**config.mk**
```make
export PLATFORM = sky130hd
export DESIGN_NAME = bsse_lsb
export DESIGN_NICKNAME = d
export VERILOG_FILES = /design/src/bsse_pkg.sv /design/src/bsse_lsb.sv
export SDC_FILE = /design/constraint.sdc
export NUM_CORES = 1
export LEC_CHECK = 0
export BUFFER_PORTS_ARGS = -buffer_cell sky130_fd_sc_hd__buf_2
export CAP_MARGIN = 10
export CORE_MARGIN = 1.5
export CORE_UTILIZATION = 38
export DETAILED_ROUTE_END_ITERATION = 8
export PLACE_DENSITY = 0.78
export SLEW_MARGIN = 40
export SYNTH_ARGS = -nofsm -noshare
export SYNTH_HDL_FRONTEND = slang
export SYNTH_SLANG_ARGS = --single-unit
```
**constraint.sdc**
```tcl
create_clock -name vclk -period 1.7
set_input_delay 0.34 -clock vclk [all_inputs]
set_output_delay 0.34 -clock vclk [all_outputs]
set_load 0.01 [all_outputs]
```
**src/bsse_pkg.sv**
```systemverilog
// ----------------------------------------------------------------------------
// bsse_pkg
// shared constants and action codes for the bitmap set scan engine
// ----------------------------------------------------------------------------
package bsse_pkg;

  localparam int WORD_BITS_DEF = 64;
  localparam int NUM_WORDS_DEF = 64;

  localparam int ACT_W  = 4;
  localparam int IDX_W  = 12;
  localparam int WIDX_W = 6;
  localparam int OPND_W = 64;
  localparam int POS_W  = 12;

  typedef enum logic [ACT_W-1:0] {
    ACT_CLEAR  = 4'd0,
    ACT_WRITE  = 4'd1,
    ACT_FLIP   = 4'd2,
    ACT_TEST   = 4'd3,
    ACT_FIND   = 4'd4,
    ACT_AND    = 4'd5,
    ACT_OR     = 4'd6,
    ACT_XOR    = 4'd7,
    ACT_OR_RPT = 4'd8
  } action_t;

endpackage

```
**src/bsse_lsb.sv**
```systemverilog
// ----------------------------------------------------------------------------
// bsse_lsb
// lowest set bit finder shared by the search and the new-bit report
// ----------------------------------------------------------------------------
module bsse_lsb import bsse_pkg::*; #(
  parameter int WORD_BITS = WORD_BITS_DEF,
  localparam int BW = $clog2(WORD_BITS)
) (
  input  logic [WORD_BITS-1:0] word,
  output logic                 hit,
  output logic [BW-1:0]        idx
);

  always_comb begin
    hit = |word;
    idx = '0;
    for (int i = WORD_BITS - 1; i >= 0; i--) begin
      if (word[i]) begin
        idx = BW'(i);
      end
    end
  end

endmodule

```
==> run summary <==
In the global route stage, met2 resource usage came out at 0.628. The peak ir drop on the vdd network came out at ~0.00013 V. The number of top-level pins is just over 70.

Walking the worst path, the cells encountered are buf_2 > or4_4 > nor4_4 > o211ai_1 > o211ai_1 > a21boi_2 > buf_2. In this run the core area contains 17 standard-cell rows. The synthesized design spends more area on one cell type than any other, namely nor4_1. Setup slack on the critical path of the routed design comes to -404 ps. Counting every net in the synthesized netlist gives around 210. Of the cells placed in the final design, the portion with a size suffix greater than 1 is 0.581. The effective utilization at floorplan came out at 0.401. The number of buffers inserted by port buffering came out at 71. The run finished, with violations left. The detailed-route wire length is about 4600 um. The count of mapped cells out of synthesis is between 100 and 150.

The final count of hold timing violations is 0. The count of buffer and inverter cells on the critical path came out at 2. The maximum number of pins on one net before global-route repair came out at 6. The floorplan die width is ~51 um. The transition at the pin with the smallest max-transition slack came out at roughly 500 ps. STA classifies the critical path startpoint as an input port. The share of the synthesized area in the top cell type is 0.113. In the global route stage, overall resource usage came out at 0.321.

The biggest fanout along the worst timing path is 2. The critical path in this run is classified as input port to output pin. The total of hold buffers inserted after clock tree synthesis came out at 0. The global routing met3 resource utilization is 0.0351. The region available for standard cell placement spans 2210 um^2. At the end of the flow the core is filled with cells to 0.843. The number of unique standard cell types used by synthesis is 40. The placer congestion estimate is approximately 0.83. The number of global-route vias before repair is 1688.

Of the available clock period, the critical path in the final layout requires 1.24. The die footprint came out at approximately 2600 um^2. Data arrives at the worst endpoint at about 1800 ps. The die height is 51.3 um. The number of antenna repair diodes came out at 0. At the worst endpoint, the required time is roughly 1400 ps. The number of stages on the worst setup path is 7.

The final route contains about 1800 vias. Power spread over the standard cell area amounts to around 190 nW/um^2. Ranked by total cell area, the synthesized netlist is headed by nor4_1 (11%), nor2_1 (8.0%), nor3_1 (6.8%). The final-layout setup total negative slack is -2420 ps. In this run the static leakage power is 0.845 nW.

Setup repair after global routing could not meet its margin everywhere. The overall power of the completed layout is 0.355 mW. The peak per-stage delay on the critical path is 560 ps. The synthesis warning total is 0. The net count reported at finish came out at about 340.

The number of sequential cells came out at 0. The average instance in the mapped netlist occupies between 6 and 7 um^2. Summing all non-filler instances in the final layout gives an area of 1870 um^2. The synthesis-to-layout area growth came out at 110%. The remaining routing DRC violations is 0. Of the synthesized area, sequential elements account for 0.

The reported max-cap violation count is 0. The number of endpoints failing setup at the final stage is 7. The path class of the tightest hold or removal check is input port to output pin. After detailed routing, the number of vias per cell comes to 6.04. met2 is the most crowded layer. Following the worst setup path forward leads to its endpoint at idx[2]. The checks that failed: setup timing. The final count of pins violating max slew was 0. The post-detailed-route wirelength per cell is roughly 15 um.

Registers take 0 um^2. The global-route wire length before repair is ~6500 um. The endpoint type of the worst setup path is an output pin. The HPWL after detailed placement is just over 3000 um. On the critical path the largest part of the delay comes from simple AND/OR/NAND/NOR gates. The number of iterations in the first detailed-routing pass is 4. The critical-path cell with the highest stage delay is or4_4. The post-place instance area came out at 1680 um^2. The clock tree buffer count of the final layout is 0. In this run the tightest slew margin relative to its limit is 0.665. The post-synthesis instance area came out at around 900 um^2. The remaining antenna violation count came out at 0. The global-route congestion overflow total is 0. The final period demand of the worst path is around 2100 ps. The achievable frequency is between 400 and 500 MHz. For this block, the initial DRC count from the detailed router was 39. For met1 alone, demand over resource in global routing was 0.306. The critical path starts at word[23]. The number of antenna violations at the first check in global routing came out at 0.
metrics by stage:
stage	cells	hold WS, ps	setup slack (ps)
after CTS	297	1170	-408
after global routing	298	1200	-469
final	298	1190	-404
after detailed placement	294	1160	-417
after floorplan	145	819	-156
after global placement	294	1150	-408
what timing repair did:
| item | 4_1_cts | 5_1_grt |
|---|---|---|
| hold endpoints to repair | 0 | 0 |
| endpoints found under the setup margin | 7 | 7 |
| buffers inserted | 3 | 1 |
| gates resized for setup | 26 | 8 |
| pin swaps | 19 | 7 |
cell type report:
class	instances	area (um^2)
multi-input cells	135	993
repair buffers	125	800
fillers	149	347
inverters	10	37.5
well taps	28	35.0
placed cells by master (no fill, tap or decap), types with 4 or more instances in the layout:
cell type / n
buf_2: 66
buf_4: 52
nor2_1: 17
nor4_1: 13
nor3_1: 10
inv_1: 10
nand2_1: 9
a21oi_1: 9
buf_6: 7
or4_4: 5
o21ai_0: 5
nand3_1: 4
o211ai_1: 4
Yosys cell counts (2+ instances only):
library cell,number
or4_4,2
nor2b_1,4
inv_1,10
o31ai_1,3
nand2b_1,4
o311ai_1,2
or4_1,3
a21oi_1,10
o21a_1,3
a211oi_1,2
nor3_1,12
o211ai_1,4
a21boi_1,2
nand2_1,9
nor4_4,2
nor2_1,19
o21bai_1,3
nand3_1,6
or3_1,3
nor4_1,16
o21ai_0,6
a31oi_1,2
kinds of logic (layout without fill, tap and decap cells):
kind of cell | count (synthesis) | in the layout | synth area share
compound gates | 47 | 47 | 0.364
simple gates | 88 | 88 | 0.594
buf+inv | 10 | 135 | 0.0423
metal layers:
metal,wire length (um),vias to the layer above,share of wire
met5,0,-,0
met4,301,0,0.066
met3,341,34,0.075
met2,2250,112,0.49
met1,1680,823,0.37
li1,-,832,-
report_power, final:
| part | internal, mW | switching (mW) |
|---|---|---|
| logic | 0.184 | 0.171 |
| clock network | 0 | 0 |
| registers | 0 | 0 |
| total | 0.184 | 0.171 |
worst min-delay path by stage:
| stage | startpoint | to | slack (ps) | cells past startpoint |
|---|---|---|---|---|
| global placement | word[1] | idx[3] | 1150 | 6 |
| finish | word[1] | idx[3] | 1190 | 6 |
| CTS | word[1] | idx[3] | 1170 | 6 |
| global route | word[1] | idx[3] | 1200 | 6 |
| floorplan | word[0] | idx[3] | 820 | 3 |
| detailed placement | word[1] | idx[3] | 1160 | 6 |
(Power assumes the default switching activity.)
